**src/rtl/tks_pkg.sv**
```systemverilog
// Shared types, constants and score-ordering helpers for the top-k expert selector.
package tks_pkg;

    localparam int MAX_PICKS   = 8;
    localparam int MAX_EXPERTS = 256;
    localparam int WORD_BITS   = 32;
    localparam int NUM_WORDS   = MAX_EXPERTS / WORD_BITS;

    localparam int SCORE_W = 16;
    localparam int ID_W    = 8;
    localparam int SLOT_W  = 3;
    localparam int COUNT_W = 9;
    localparam int PICKS_W = 4;
    localparam int CFG_IDX_W  = 2;
    localparam int CFG_DATA_W = 9;

    localparam int K_W      = $clog2(MAX_PICKS + 1);
    localparam int IDX_W    = (MAX_PICKS > 1) ? $clog2(MAX_PICKS) : 1;
    localparam int CNT_W    = $clog2(MAX_EXPERTS + 1);
    localparam int EMIT_MAX = (MAX_PICKS > NUM_WORDS) ? MAX_PICKS : NUM_WORDS;
    localparam int EMIT_W   = (EMIT_MAX > 1) ? $clog2(EMIT_MAX) : 1;
    localparam int BIT_W    = $clog2(WORD_BITS);

    localparam logic [SCORE_W-1:0] NEG_INF = 16'hFF80;

    localparam logic [CFG_IDX_W-1:0] CFG_EXPERT_COUNT = 2'd0;
    localparam logic [CFG_IDX_W-1:0] CFG_PICKS        = 2'd1;

    typedef struct packed {
        logic [SCORE_W-1:0] score;
        logic [ID_W-1:0]    expert;
        logic               valid;
    } t_entry;

    typedef struct packed {
        logic load;
        logic clear;
        logic enable;
    } t_cell_ctl;

    typedef enum logic [1:0] {
        ST_IDLE,
        ST_RANK,
        ST_WORDS
    } t_state;

    function automatic logic [SCORE_W-1:0] order_key(input logic [SCORE_W-1:0] b);
        logic [SCORE_W-1:0] v;
        v = (b == 16'h8000) ? '0 : b;
        return v[SCORE_W-1] ? ~v : {1'b1, v[SCORE_W-2:0]};
    endfunction

    function automatic logic is_nan(input logic [SCORE_W-1:0] b);
        return (b[14:7] == 8'hFF) && (b[6:0] != 7'd0);
    endfunction

endpackage

```
**src/rtl/tks_cell.sv**
```systemverilog
// One insertion cell: holds a kept (score, expert) pair and shifts from its upper neighbor.
module tks_cell (
    input  logic              i_clk,
    input  logic              i_rst_n,
    input  tks_pkg::t_cell_ctl i_ctl,
    input  tks_pkg::t_entry   i_new,
    input  logic [15:0]       i_new_key,
    input  logic              i_new_ok,
    input  tks_pkg::t_entry   i_prev,
    input  logic              i_prev_beat,
    output tks_pkg::t_entry   o_entry,
    output logic              o_beat
);

    tks_pkg::t_entry r_entry;
    tks_pkg::t_entry n_entry;

    assign o_beat  = i_ctl.enable && i_new_ok &&
                     (i_new_key > tks_pkg::order_key(r_entry.score));
    assign o_entry = r_entry;

    always_comb begin
        n_entry = r_entry;
        if (i_ctl.clear) begin
            n_entry.score  = tks_pkg::NEG_INF;
            n_entry.expert = '0;
            n_entry.valid  = 1'b0;
        end else if (i_ctl.load && o_beat) begin
            n_entry = i_prev_beat ? i_prev : i_new;
        end
    end

    always_ff @(posedge i_clk) begin
        if (!i_rst_n) begin
            r_entry.score  <= tks_pkg::NEG_INF;
            r_entry.expert <= '0;
            r_entry.valid  <= 1'b0;
        end else begin
            r_entry <= n_entry;
        end
    end

endmodule

```
**src/rtl/tks_chain.sv**
```systemverilog
// Row of insertion cells that keeps the best scores in descending order.
module tks_chain (
    input  logic                                i_clk,
    input  logic                                i_rst_n,
    input  logic                                i_load,
    input  logic                                i_clear,
    input  logic [tks_pkg::K_W-1:0]             i_picks,
    input  tks_pkg::t_entry                     i_new,
    output tks_pkg::t_entry [tks_pkg::MAX_PICKS-1:0] o_entries
);

    logic [15:0]                             new_key;
    logic                                    new_ok;
    logic [tks_pkg::MAX_PICKS-1:0]           beat;
    tks_pkg::t_cell_ctl [tks_pkg::MAX_PICKS-1:0] ctl;

    assign new_key = tks_pkg::order_key(i_new.score);
    assign new_ok  = !tks_pkg::is_nan(i_new.score);

    for (genvar g = 0; g < tks_pkg::MAX_PICKS; g++) begin : g_cell
        assign ctl[g].load   = i_load;
        assign ctl[g].clear  = i_clear;
        assign ctl[g].enable = i_picks > tks_pkg::K_W'(g);

        if (g == 0) begin : g_head
            tks_cell u_cell (
                .i_clk       (i_clk),
                .i_rst_n     (i_rst_n),
                .i_ctl       (ctl[g]),
                .i_new       (i_new),
                .i_new_key   (new_key),
                .i_new_ok    (new_ok),
                .i_prev      (i_new),
                .i_prev_beat (1'b0),
                .o_entry     (o_entries[g]),
                .o_beat      (beat[g])
            );
        end else begin : g_body
            tks_cell u_cell (
                .i_clk       (i_clk),
                .i_rst_n     (i_rst_n),
                .i_ctl       (ctl[g]),
                .i_new       (i_new),
                .i_new_key   (new_key),
                .i_new_ok    (new_ok),
                .i_prev      (o_entries[g-1]),
                .i_prev_beat (beat[g-1]),
                .o_entry     (o_entries[g]),
                .o_beat      (beat[g])
            );
        end
    end

endmodule

```
**src/rtl/topk_expert_selector.sv**
```systemverilog
// Top level: score intake, token counter, result sequencer and configuration registers.
// Scores may arrive back to back while busy is low. After the last score of a token, busy
// stays high while the sequencer emits one result per cycle, first the ranked entries
// and then the bitmap words; each result is registered onto the outputs. The receiver
// cannot stall. Synchronous active-low reset clears the kept list, the counter and the
// sequencer, and loads expert_count 256 and K 8.
module topk_expert_selector (
    input  logic        i_clk,
    input  logic        i_rst_n,
    input  logic        start,
    output logic        busy,
    input  logic [15:0] i_score_bits,
    input  logic        i_cfg_valid,
    output logic        o_cfg_ready,
    input  logic [1:0]  i_cfg_index,
    input  logic [8:0]  i_cfg_data,
    output logic        o_strobe,
    output logic        o_kind,
    output logic [2:0]  o_slot,
    output logic [15:0] o_score_out,
    output logic [7:0]  o_expert_num,
    output logic        o_entry_valid,
    output logic [31:0] o_bitmap_word,
    output logic        o_last
);

    tks_pkg::t_state r_state;
    tks_pkg::t_state n_state;

    logic [tks_pkg::COUNT_W-1:0] r_expert_count;
    logic [tks_pkg::PICKS_W-1:0] r_picks;
    logic [tks_pkg::CNT_W-1:0]   r_cnt;
    logic [tks_pkg::CNT_W-1:0]   n_cnt;
    logic [tks_pkg::EMIT_W-1:0]  r_emit;
    logic [tks_pkg::EMIT_W-1:0]  n_emit;

    logic [tks_pkg::K_W-1:0]     eff_picks;
    logic [tks_pkg::CNT_W-1:0]   eff_count;
    logic                        accept;
    logic                        token_done;
    logic                        rank_end;
    logic                        word_end;
    logic                        clear;

    logic                        emit;
    logic                        emit_kind;
    logic                        emit_last;
    tks_pkg::t_entry             rank_entry;
    logic [31:0]                 word_bits;

    tks_pkg::t_entry                          new_entry;
    tks_pkg::t_entry [tks_pkg::MAX_PICKS-1:0] entries;

    always_comb begin
        if (r_picks == '0) begin
            eff_picks = tks_pkg::K_W'(1);
        end else if (r_picks > tks_pkg::PICKS_W'(tks_pkg::MAX_PICKS)) begin
            eff_picks = tks_pkg::K_W'(tks_pkg::MAX_PICKS);
        end else begin
            eff_picks = tks_pkg::K_W'(r_picks);
        end
    end

    always_comb begin
        if (r_expert_count == '0) begin
            eff_count = tks_pkg::CNT_W'(1);
        end else if (r_expert_count > tks_pkg::COUNT_W'(tks_pkg::MAX_EXPERTS)) begin
            eff_count = tks_pkg::CNT_W'(tks_pkg::MAX_EXPERTS);
        end else begin
            eff_count = tks_pkg::CNT_W'(r_expert_count);
        end
    end

    assign o_cfg_ready = 1'b1;

    always_ff @(posedge i_clk) begin
        if (!i_rst_n) begin
            r_expert_count <= tks_pkg::COUNT_W'(256);
            r_picks        <= tks_pkg::PICKS_W'(8);
        end else if (i_cfg_valid && o_cfg_ready) begin
            case (i_cfg_index)
                tks_pkg::CFG_EXPERT_COUNT: r_expert_count <= i_cfg_data;
                tks_pkg::CFG_PICKS:        r_picks        <= i_cfg_data[tks_pkg::PICKS_W-1:0];
                default: ;
            endcase
        end
    end

    assign accept     = start && !busy;
    assign n_cnt      = r_cnt + tks_pkg::CNT_W'(1);
    assign token_done = n_cnt >= eff_count;

    assign new_entry.score  = i_score_bits;
    assign new_entry.expert = tks_pkg::ID_W'(r_cnt);
    assign new_entry.valid  = 1'b1;

    always_ff @(posedge i_clk) begin
        if (!i_rst_n) begin
            r_cnt <= '0;
        end else if (accept) begin
            r_cnt <= token_done ? '0 : n_cnt;
        end
    end

    tks_chain u_chain (
        .i_clk     (i_clk),
        .i_rst_n   (i_rst_n),
        .i_load    (accept),
        .i_clear   (clear),
        .i_picks   (eff_picks),
        .i_new     (new_entry),
        .o_entries (entries)
    );

    assign rank_end = r_emit == tks_pkg::EMIT_W'(eff_picks - tks_pkg::K_W'(1));
    assign word_end = r_emit == tks_pkg::EMIT_W'(tks_pkg::NUM_WORDS - 1);

    always_comb begin
        n_state = r_state;
        n_emit  = r_emit;
        case (r_state)
            tks_pkg::ST_IDLE: begin
                n_emit = '0;
                if (accept && token_done) begin
                    n_state = tks_pkg::ST_RANK;
                end
            end
            tks_pkg::ST_RANK: begin
                if (rank_end) begin
                    n_state = tks_pkg::ST_WORDS;
                    n_emit  = '0;
                end else begin
                    n_emit = r_emit + tks_pkg::EMIT_W'(1);
                end
            end
            tks_pkg::ST_WORDS: begin
                if (word_end) begin
                    n_state = tks_pkg::ST_IDLE;
                    n_emit  = '0;
                end else begin
                    n_emit = r_emit + tks_pkg::EMIT_W'(1);
                end
            end
            default: begin
                n_state = tks_pkg::ST_IDLE;
                n_emit  = '0;
            end
        endcase
    end

    always_comb begin
        busy      = 1'b0;
        emit      = 1'b0;
        emit_kind = 1'b0;
        emit_last = 1'b0;
        clear     = 1'b0;
        case (r_state)
            tks_pkg::ST_IDLE: begin
            end
            tks_pkg::ST_RANK: begin
                busy = 1'b1;
                emit = 1'b1;
            end
            tks_pkg::ST_WORDS: begin
                busy      = 1'b1;
                emit      = 1'b1;
                emit_kind = 1'b1;
                emit_last = word_end;
                clear     = word_end;
            end
            default: begin
            end
        endcase
    end

    always_ff @(posedge i_clk) begin
        if (!i_rst_n) begin
            r_state <= tks_pkg::ST_IDLE;
            r_emit  <= '0;
        end else begin
            r_state <= n_state;
            r_emit  <= n_emit;
        end
    end

    assign rank_entry = entries[tks_pkg::IDX_W'(r_emit)];

    always_comb begin
        word_bits = '0;
        for (int i = 0; i < tks_pkg::MAX_PICKS; i++) begin
            if (entries[i].valid && (eff_picks > tks_pkg::K_W'(i)) &&
                (tks_pkg::EMIT_W'(entries[i].expert[tks_pkg::ID_W-1:tks_pkg::BIT_W])
                 == r_emit)) begin
                word_bits[entries[i].expert[tks_pkg::BIT_W-1:0]] = 1'b1;
            end
        end
    end

    always_ff @(posedge i_clk) begin
        if (!i_rst_n) begin
            o_strobe <= 1'b0;
        end else begin
            o_strobe <= emit;
        end
    end

    always_ff @(posedge i_clk) begin
        o_kind <= emit_kind;
        o_slot <= tks_pkg::SLOT_W'(r_emit);
        o_last <= emit_last;
        if (emit_kind) begin
            o_score_out   <= '0;
            o_expert_num  <= '0;
            o_entry_valid <= 1'b0;
            o_bitmap_word <= word_bits;
        end else begin
            o_score_out   <= rank_entry.valid ? rank_entry.score : tks_pkg::NEG_INF;
            o_expert_num  <= rank_entry.valid ? rank_entry.expert : '0;
            o_entry_valid <= rank_entry.valid;
            o_bitmap_word <= '0;
        end
    end

endmodule

```
**config.mk**
```make
export PLATFORM = sky130hd
export DESIGN_NAME = topk_expert_selector
export DESIGN_NICKNAME = d
export VERILOG_FILES = /design/src/rtl/tks_pkg.sv /design/src/rtl/tks_cell.sv /design/src/rtl/tks_chain.sv /design/src/rtl/topk_expert_selector.sv
export SDC_FILE = /design/constraint.sdc
export NUM_CORES = 1
export LEC_CHECK = 0
export BUFFER_PORTS_ARGS = -buffer_cell sky130_fd_sc_hd__buf_2
export CAP_MARGIN = 25
export CORE_MARGIN = 3
export CORE_UTILIZATION = 45
export DETAILED_ROUTE_END_ITERATION = 16
export SYNTH_ARGS = -nofsm -noshare
export SYNTH_HDL_FRONTEND = slang
export SYNTH_SLANG_ARGS = --single-unit
export TNS_END_PERCENT = 20
```
**constraint.sdc**
```tcl
create_clock -name i_clk -period 5 [get_ports i_clk]
set_input_delay 0.5 -clock i_clk [delete_from_list [all_inputs] [get_ports i_clk]]
set_output_delay 0.5 -clock i_clk [all_outputs]
set_load 0.05 [all_outputs]
```
Word-level counts from Yosys, hierarchy flattened. Index checks and enable logic that the tools add are counted.

Reduce and logical (&&, ||, !) cells: 64. Add/subtract/negate cells: 3. Order comparisons: 36. Equality and inequality tests: 26. Multiplexer cells: 67. Bitwise logic cells: 18.

Operators by type and width (number): 16-bit two-way mux (19); 32-bit two-way mux (8); 32-bit bitwise OR (7); 25-bit two-way mux (8); 16-bit == test (second input constant) (9); 16-bit NOT (9); 16-bit greater-than comparator (8); 25-bit binary-select mux with 3-bit select (1); 1-bit logical AND (51); 5-bit by 6-bit less-than comparator with 1-bit output (second input constant) (8); 1-bit demux with 5-bit select (8); 5-bit by 1-bit greater-or-equal comparator with 1-bit output (second input constant) (8); 3-bit == test (9); 9-bit two-way mux (3); 4-bit by 3-bit greater-than comparator with 1-bit output (second input constant) (4); 1-bit two-way mux (11); 9-bit by 1-bit adder with 9-bit output (second input constant) (1); 9-bit greater-or-equal comparator (1); 9-bit greater-than comparator (second input constant) (1); 9-bit logical NOT (1); 8-bit == test (second input constant) (1); 4-bit by 1-bit greater-than comparator with 1-bit output (second input constant) (2); 4-bit by 2-bit greater-than comparator with 1-bit output (second input constant) (2); 4-bit two-way mux (2); other kinds (20) (32).

Register bits after elaboration: 290. Input bits: 31. Word-level logic and storage cells: 252.

Logic depth before layout (Yosys ltp). Gate-level depths: netlist of run 1.

Word-level depth: 21. Gate-level depth with buffers: 17. Gate-level depth less buffers: 13.

By module. A second synthesis of run 1 with hierarchy kept.

Cells, all modules: 2659. Area total of the unflattened synthesis: 23520.1 µm².

By module, submodules not included: tks_cell (u_chain.g_cell[1].g_body.u_cell ...) (instances 7, cells an instance 224, area each 1986.9 µm²); topk_expert_selector (instances 1, cells an instance 813, area each 7308.3 µm²); tks_cell (u_chain.g_cell[0].g_head.u_cell) (instances 1, cells an instance 224, area each 1926.8 µm²); tks_chain (instances 1, cells an instance 54, area each 376.6 µm²).

Worst setup path before layout of run 1. No wires, ideal clock.

Path type: input to register. Start: input i_score_bits[3]. End: register u_chain.g_cell[0].g_head.u_cell.r_entry, in the netlist u_chain.g_cell[0].g_head.u_cell.o_entry[24]. Path slack: 0.611 ns. Arrival time: 4.259 ns. Path buffers: 3. Library setup time: 0.129 ns. Cell stages on the path: 16. Data required time: 4.871 ns. Cell sequence: buf_2 nor4_1 and2_2 nand3_1 o21ai_1 clkbuf_1 mux2i_1 ha_1 nand4_1 nor4_2 o21ai_1 and4b_4 nor3_4 buf_4 mux2i_1 nand2_1.

Word-level cells in the longest chain between the ends: 7. Elaborated cells between the ends (all ways): 11. Those cells by class: order compare: 1; eq/ne: 1; mux: 2; bitwise: 1; reduce/logical: 6.

RTL lines: from (decl) (line topk_expert_selector.sv:12) `input logic [15:0] i_score_bits,`; 16-bit == test (line tks_pkg.sv:49) `v = (b == 16'h8000) ? '0 : b;`; 16-bit two-way mux (line tks_pkg.sv:49); 16-bit NOT (line tks_pkg.sv:50) `return v[SCORE_W-1] ? ~v : {1'b1, v[SCORE_W-2:0]};`; 16-bit two-way mux (line tks_pkg.sv:50); 16-bit greater-than comparator (line tks_cell.sv:19) `(i_new_key > tks_pkg::order_key(r_entry.score));`; 1-bit logical AND (*) (line tks_cell.sv:18) `assign o_beat = i_ctl.enable && i_new_ok &&`; 1-bit logical AND (*) (line tks_cell.sv:28) `end else if (i_ctl.load && o_beat) begin`; to (signal assigned) (line tks_cell.sv:39) `r_entry <= n_entry;`; to (decl) (line tks_cell.sv:15) `tks_pkg::t_entry r_entry;`.

Mark *: on every way between the ends. The rest lies on a longest branch, timed or not. A chain may end at the register's enable or synchronous reset.

Final worst setup path of run 1.
Start: input i_score_bits[0]. End: register u_chain.g_cell[2].g_body.u_cell.r_entry, in the netlist u_chain.g_cell[2].g_body.u_cell.o_entry[2].

Word-level cells in the longest chain between the ends: 7. Elaborated cells between the ends (all ways): 15. Those cells by class: order compare: 2; eq/ne: 1; mux: 3; bitwise: 1; reduce/logical: 8.

RTL lines (line): 16-bit == test (tks_pkg.sv:49); 16-bit two-way mux (tks_pkg.sv:49); 16-bit NOT (tks_pkg.sv:50); 16-bit two-way mux (tks_pkg.sv:50); 16-bit greater-than comparator (tks_cell.sv:19); 1-bit logical AND (tks_cell.sv:18); 25-bit two-way mux or 1-bit logical AND (tied branches) (tks_cell.sv:29, tks_cell.sv:28); to (signal assigned) (tks_cell.sv:39); to (decl) (tks_cell.sv:15).

Parallel ways exist; a longest one is shown, timed or not.

==> reports/qor.txt, run 1 <==
Outcome - finished clean
DRT Wirelength - 77.5 mm
Final setup TNS - 0 ns
Data required, critical path - 5.48 ns
Static Leak - 8.99 nW
Worst R2R Start - u_chain.g_cell[2].g_body.u_cell.o_entry[12]
Post-synth top area share - 28.0%
Top cells by count, synth - dfxtp_1, a21oi_1, mux2i_1
P per Cell Area - 349 mW/mm²
Area growth from synthesis to layout - 10.7%
Flop2flop setup slack - 0.82 ns
Worst slew pin tran - 1.11 ns
Total number of vias - 19300
Remaining Overflow, GRT - 0
Post-synth top flop - dfxtp_1
Multiplexer share of the synthesized area - 17.4%
Unrepaired setup endpoints after global routing - no
Final Hold Vio Count - 0
Nets - 2575
Crit path DAT - 5.00 ns
DP Area - 0.0217 mm²
Total power - 8.01 mW
Post-Synth XOR/XNOR Area - 6.41%
Post-synthesis cell type count - 86
Sequence of cells on the critical path - buf_2, nor3_1, and2_2, nand3_1, o21ai_2, buf_4, mux2i_1, ha_1, nand4_1, a2111oi_0, or4b_1, nor3b_4, buf_4, o21ai_0, a21oi_1
Synth area leaders - dfxtp_1, mux2i_1, ha_1
CP Buf/Inv Count - 3
GRT Util Overall - 31.0%
Placed wire-length estimate - 56.6 mm
Max rail drop VDD - 0.000240 V
CP max-delay cell - nor3_1
Register Area - 0.00581 mm²
DRT Pass-1 Iters - 8
RD Place Congestion - 0.953
Routed len/inst - 25.6 µm
Adder-cell area share of the yosys netlist - 8.92%
Hold_sp - i_cfg_data[8]
P_sw - 2.90 mW
Clk pwr share - 34.8%
Setup Fix Bufs, Post-CTS - 0
Antenna violations before repair - 3
Pin count of the biggest net entering global routing - 68
Final instance area - 0.0230 mm²
CTS buffer count - 36
Io pins - 96
Most used routing layer - met2
Clock sink total - 290
Worst hold margin - 0.178 ns
Critical Path Most Common Cell - buf_4
Initial core utilization - 45.6%
Clk buf depth - 3
Non-filler cells, final - 3025
Grt met3 use - 10.8%
TritonCTS clock tree - done
#FFs+latches synth - 290
Reg clk slew, reported paths - 0.06 ns
First-pass GRT wire length - 114 mm
Placed cells - 2955
Setup crit start kind - input port
Seq pwr share - 36.4%
GRT met2 Usage - 44.8%
Synth Cell Area - 0.0208 mm²
Post-detailed-route count of antenna-violating nets - 0
Worst-Skew Late Latency - 0.56 ns
EDFF count, synth - 0
Combinational share of power - 28.8%
Cell taking the most area after synthesis - dfxtp_1
Combinational family with the most area after synthesis - simple AND/OR/NAND/NOR gates
Final worst path period need - 4.52 ns
H-tree Lvls - 2
Core area - 0.0455 mm²
Cts repair resizes - 0
Crit-path max FO - 26
Die area - 0.0487 mm²
Synthesis warning total - 0
Fin crit share - 90.4%
Multi-input logic area - 0.0139 mm²
Vias per std cell - 6.38
Syn_nets - 2559
Crit path capture type - flip-flop
Fill count - 4326
Fmax - 221 MHz
Iteration-0 DRC Markers - 2317
Remaining DRCs - 0
Die Ht - 221 µm
Post-synthesis sequential area ratio - 28.0%
Synth Area in Compound Gates - 16.4%
Hold Path Class - input port to flip-flop
Met1 Track Usage GR - 44.0%
Root Buffer - clkbuf_16
PortBufs - 94
Post-cts hold buffer count - 0
Clock skew - 0.0230 ns
Simple-gate share of the synthesized area - 17.4%
Pins Over Slew Limit - 0
# setup viols final - 0
Max_slew headroom - 25.9%
Sw Ratio - 36.1%
Asr flop ratio synth - 0%
Die span in x - 221 µm
Worst setup startpoint - i_score_bits[0]
Avg Synthesized Cell Area - 8.72 µm²
Critical path's largest stage delay - 0.74 ns
Setup CP Type - input port to flip-flop
CP delay by family, top - simple AND/OR/NAND/NOR gates
Site Rows - 78
Cell Int Power - 5.12 mW
Share of cells above drive strength 1 - 14.0%
MaxCap Viol Count - 0
Count leader, synth - dfxtp_1
Vias in the first global route - 18200
Post-synthesis cell count - 2380
[layer usage]
metal	routed length (µm)	share of wire, %
met1	34100	44
met2	32200	42
met3	9300	12
met4	1680	2.2
met5	117	0.15
[worst reg2reg max path, stage by stage (launching register included)]
cell	delay (ns)
dfxtp_1	0.36
nor4_1	0.65
nand4_1	0.17
buf_4	0.24
and2_1	0.18
ha_1	0.31
nand4_1	0.29
a2111oi_0	0.44
or4b_1	0.23
nor3b_4	0.61
buf_4	0.38
o21ai_0	0.11
a21oi_1	0.16
[worst paths after layout]
check                                                                  end  cells after the start
worst max-delay path            u_chain.g_cell[2].g_body.u_cell.o_entry[2]                     15
worst min-delay path                                     r_expert_count[8]                      3
worst max register to register  u_chain.g_cell[2].g_body.u_cell.o_entry[2]                     12
worst min register to register                                    r_cnt[8]                      2
[area by class of cell]
class	count	share of cell area [%]
Clock buffer	42	4.20
Inverter	25	0.408
Timing Repair Buffer	179	5.08
Clock inverter	24	1.20
Tap cell	600	3.27
Antenna cell	1	0.0109
Sequential cell	290	25.3
Multi-Input combinational cell	1864	60.5
[cell usage in the layout, fill, tap and decap left out, types with 9 or more instances in the layout]
master / n
a31oi_1: 47
a221oi_1: 32
nand3b_1: 13
nor2_1: 107
inv_1: 24
clkbuf_16: 37
nand4_1: 40
nand2b_1: 9
a22oi_1: 12
clkinv_2: 10
nor3b_1: 16
a21oi_1: 252
buf_2: 95
o21ai_0: 127
dfxtp_1: 287
and3_1: 11
ha_1: 148
nor3_1: 85
o21ai_1: 9
mux2i_1: 245
nand3_1: 33
xnor2_1: 20
mux4_2: 50
nand2_1: 207
buf_4: 78
xor2_1: 132
nor2b_1: 36
nor4_1: 35
and2_1: 30
[stage by stage]
| step | utilization, % | setup WS, ns |
|---|---|---|
| 5_1_grt | 50.5 | 0.219 |
| 4_1_cts | 50.4 | 0.562 |
| 2_1_floorplan | - | 0.611 |
| 6_report | 50.5 | 0.479 |
| 3_3_place_gp | 47.6 | -0.0106 |
| 3_5_place_dp | 47.7 | 0.0114 |
[power by group through the flow]
stage	Clock [mW]	Combinational [mW]	Sequential, mW
2_1_floorplan	0	1.74	2.76
3_3_place_gp	0	2.19	2.94
3_5_place_dp	0	2.24	2.94
4_1_cts	2.83	2.25	2.89
5_1_grt	2.92	2.52	2.93
6_report	2.79	2.31	2.92
[registers in the layout (all words and copies together) (netlist names)]
signal / flops
o_kind: 1
o_bitmap_word: 32
u_chain.g_cell.g_body.u_cell.o_entry: 175
o_score_out: 16
r_emit: 3
o_strobe: 1
r_picks: 4
o_last: 1
u_chain.g_cell.g_head.u_cell.o_entry: 25
o_expert_num: 8
r_cnt: 9
o_entry_valid: 1
r_state: 2
o_slot: 3
r_expert_count: 9
[logic make-up (layout without fill, tap and decap cells)]
family,Yosys count,in the layout
AO/OA/AOI/OAI,576,576
XOR/XNOR,152,152
adder cells (fa/ha/maj),148,148
buffers and inverters,226,270
flip-flops,290,290
multiplexers,298,298
other,1,2
AND/OR/NAND/NOR,689,689
(Power assumes the default switching activity.)
==> inputs of run 2 (changes only) <==
--- a/config.mk
+++ b/config.mk
@@ -10,6 +10,7 @@
 export CORE_MARGIN = 3
 export CORE_UTILIZATION = 45
 export DETAILED_ROUTE_END_ITERATION = 16
+export RECOVER_POWER = 25
 export SYNTH_ARGS = -nofsm -noshare
 export SYNTH_HDL_FRONTEND = slang
 export SYNTH_SLANG_ARGS = --single-unit
==> reports/qor.txt, run 2 (synthesis results as in run 1) <==
Outcome - complete, but fails checks (was finished clean)
Failing checks - capacitance limit, slew limit
DP Area - 0.0217 mm² (unchanged)
Final worst path period need - 4.68 ns (was 4.52 ns)
CP Buf/Inv Count - 2 (was 3)
Fmax - 214 MHz (was 221 MHz)
Clock sink total - 290 (unchanged)
Most common cell after layout, fill and taps aside - dfxtp_1 (unchanged)
PortBufs - 94 (unchanged)
Post-cts hold buffer count - 0 (unchanged)
DRT Pass-1 Iters - 9 (was 8)
Worst slew pin tran - 2.67 ns (was 1.11 ns)
Clk pwr share - 34.8% (about the same)
Max rail drop VDD - 0.000240 V (about the same)
Max_slew headroom - -78.3% (was 25.9%)
CTS buffer count - 36 (unchanged)
Remaining DRCs - 0 (unchanged)
Cell Int Power - 5.11 mW (was 5.12 mW)
Remaining Overflow, GRT - 0 (unchanged)
Core area - 0.0455 mm² (unchanged)
Max reg flops - 175 (unchanged)
Worst-Skew Late Latency - 0.56 ns (about the same)
Unrepaired setup endpoints after global routing - no (unchanged)
Sw Ratio - 36.2% (was 36.1%)
MaxCap Viol Count - 3 (was 0)
Setup crit start kind - flip-flop (was input port)
Critical path's largest stage delay - 2.13 ns (was 0.74 ns)
Pins Over Slew Limit - 82 (was 0)
Die span in x - 221 µm (unchanged)
Fin crit share - 93.6% (was 90.4%)
RD Place Congestion - 0.953 (unchanged)
Nets - 2575 (unchanged)
GRT Util Overall - 31.0% (unchanged)
First-pass GRT wire length - 114 mm (unchanged)
Die area - 0.0487 mm² (unchanged)
Post-detailed-route count of antenna-violating nets - 0 (unchanged)
Crit path DAT - 5.15 ns (was 5.00 ns)
P per Cell Area - 350 mW/mm² (was 349 mW/mm²)
Iteration-0 DRC Markers - 2342 (was 2317)
CP max-delay cell - dfxtp_1 (was nor3_1)
P_sw - 2.90 mW (about the same)
Antenna violations before repair - 3 (unchanged)
Pin count of the biggest net entering global routing - 68 (unchanged)
H-tree Lvls - 2 (unchanged)
Fill count - 4360 (was 4326)
Hold Path Class - input port to flip-flop (unchanged)
Io pins - 96 (unchanged)
Crit path capture type - flip-flop (unchanged)
Share of cells above drive strength 1 - 11.2% (was 14.0%)
Final Hold Vio Count - 0 (unchanged)
Final setup TNS - 0 ns (unchanged)
Root Buffer - clkbuf_16 (unchanged)
DRT Wirelength - 77.7 mm (was 77.5 mm)
Clock skew - 0.0206 ns (was 0.0230 ns)
Static Leak - 8.73 nW (was 8.99 nW)
Cts repair resizes - 0 (unchanged)
Final instance area - 0.0229 mm² (was 0.0230 mm²)
Crit-path max FO - 47 (was 26)
Total number of vias - 19300 (about the same)
Setup CP Type - flip-flop to flip-flop (was input port to flip-flop)
Data required, critical path - 5.47 ns (was 5.48 ns)
Placed wire-length estimate - 56.6 mm (unchanged)
Clk buf depth - 3 (unchanged)
Most frequent cells in the layout - dfxtp_1, a21oi_1, mux2i_1, nand2_1, ha_1 (unchanged)
Reg clk slew, reported paths - 0.06 ns (about the same)
CP delay by family, top - flip-flops (was simple AND/OR/NAND/NOR gates)
Setup Fix Bufs, Post-CTS - 0 (unchanged)
Area growth from synthesis to layout - 10.2% (was 10.7%)
Initial core utilization - 45.6% (unchanged)
Sequence of cells on the critical path - buf_4, ha_1, ha_1, nand2_1, nand2_2, buf_4, nor3_1, a31oi_1 (was buf_2, nor3_1, and2_2, nand3_1, o21ai_2, buf_4, mux2i_1, ha_1, nand4_1, a2111oi_0, or4b_1, nor3b_4, buf_4, o21ai_0, a21oi_1)
Worst hold margin - 0.177 ns (was 0.178 ns)
Vias in the first global route - 18200 (unchanged)
TritonCTS clock tree - done (unchanged)
Seq pwr share - 36.4% (about the same)
Routed len/inst - 25.7 µm (was 25.6 µm)
# setup viols final - 0 (unchanged)
Die Ht - 221 µm (unchanged)
Vias per std cell - 6.37 (was 6.38)
Combinational share of power - 28.8% (about the same)
Site Rows - 78 (unchanged)
## run 2: cell types whose count changed in the layout (fill, tap and decap cells not counted), sizes merged
| cell | previous run | this run |
|---|---|---|
| buf | 178 | 113 |
| clkbuf | 43 | 108 |
## run 2: final timing paths
path | slack [ns] | start | to | cells after the start
worst max-delay path | 0.32 | r_emit[1] | u_chain.g_cell[6].g_body.u_cell.o_entry[21] | 8
worst max register to register | 0.32 | r_emit[1] | u_chain.g_cell[6].g_body.u_cell.o_entry[21] | 8
worst min register to register | 0.49 | r_state[0] | r_state[0] | 2
worst min-delay path | 0.18 | i_cfg_data[8] | r_expert_count[8] | 3
## run 2: stage by stage
| step | cells | utilization (%) | worst slack [ns] | total power, mW |
|---|---|---|---|---|
| 2_1_floorplan | 2380 | - | 0.611 | 4.50 |
| 3_3_place_gp | 2948 | 47.6 | -0.0106 | 5.13 |
| 3_5_place_dp | 2955 | 47.7 | 0.0114 | 5.18 |
| 4_1_cts | 3021 | 50.4 | 0.562 | 7.98 |
| 5_1_grt | 3025 | 50.3 | 0.198 | 8.38 |
| 6_report | 3025 | 50.3 | 0.322 | 8.01 |
## run 2: worst register-to-register path: stages, from the launching register on
cell	delay [ns]
dfxtp_1	2.13
buf_4	0.59
ha_1	0.22
ha_1	0.16
nand2_1	0.11
nand2_2	0.58
buf_4	0.51
nor3_1	0.12
a31oi_1	0.17
## run 2: layer usage
metal  wire [µm]  track usage [%]  share of wire [%]  vias to the layer above
met5         117             1.52               0.15                        -
met3        9160             10.8                 12                       97
li1            -                -                  -                     8797
met4        1570             7.51                2.0                        6
met1       34500             44.0                 44                     9433
met2       32300             44.8                 42                      937
## run 2: cell type report
class	count	area (µm²)	area share (%)
Multi-Input combinational cell	1864	13900	60.7
Sequential cell	290	5810	25.4
Timing Repair Buffer	179	1090	4.75
Clock buffer	42	965	4.22
Tap cell	600	751	3.28
Clock inverter	24	277	1.21
Inverter	25	93.8	0.410
Antenna cell	1	2.50	0.0109
## run 2: power groups by stage
stage	logic, mW	registers (mW)	clock network [mW]
finish	2.31	2.92	2.79
global route	2.52	2.93	2.92
CTS	2.25	2.89	2.83
detailed placement	2.24	2.94	0
global placement	2.19	2.94	0
floorplan	1.74	2.76	0
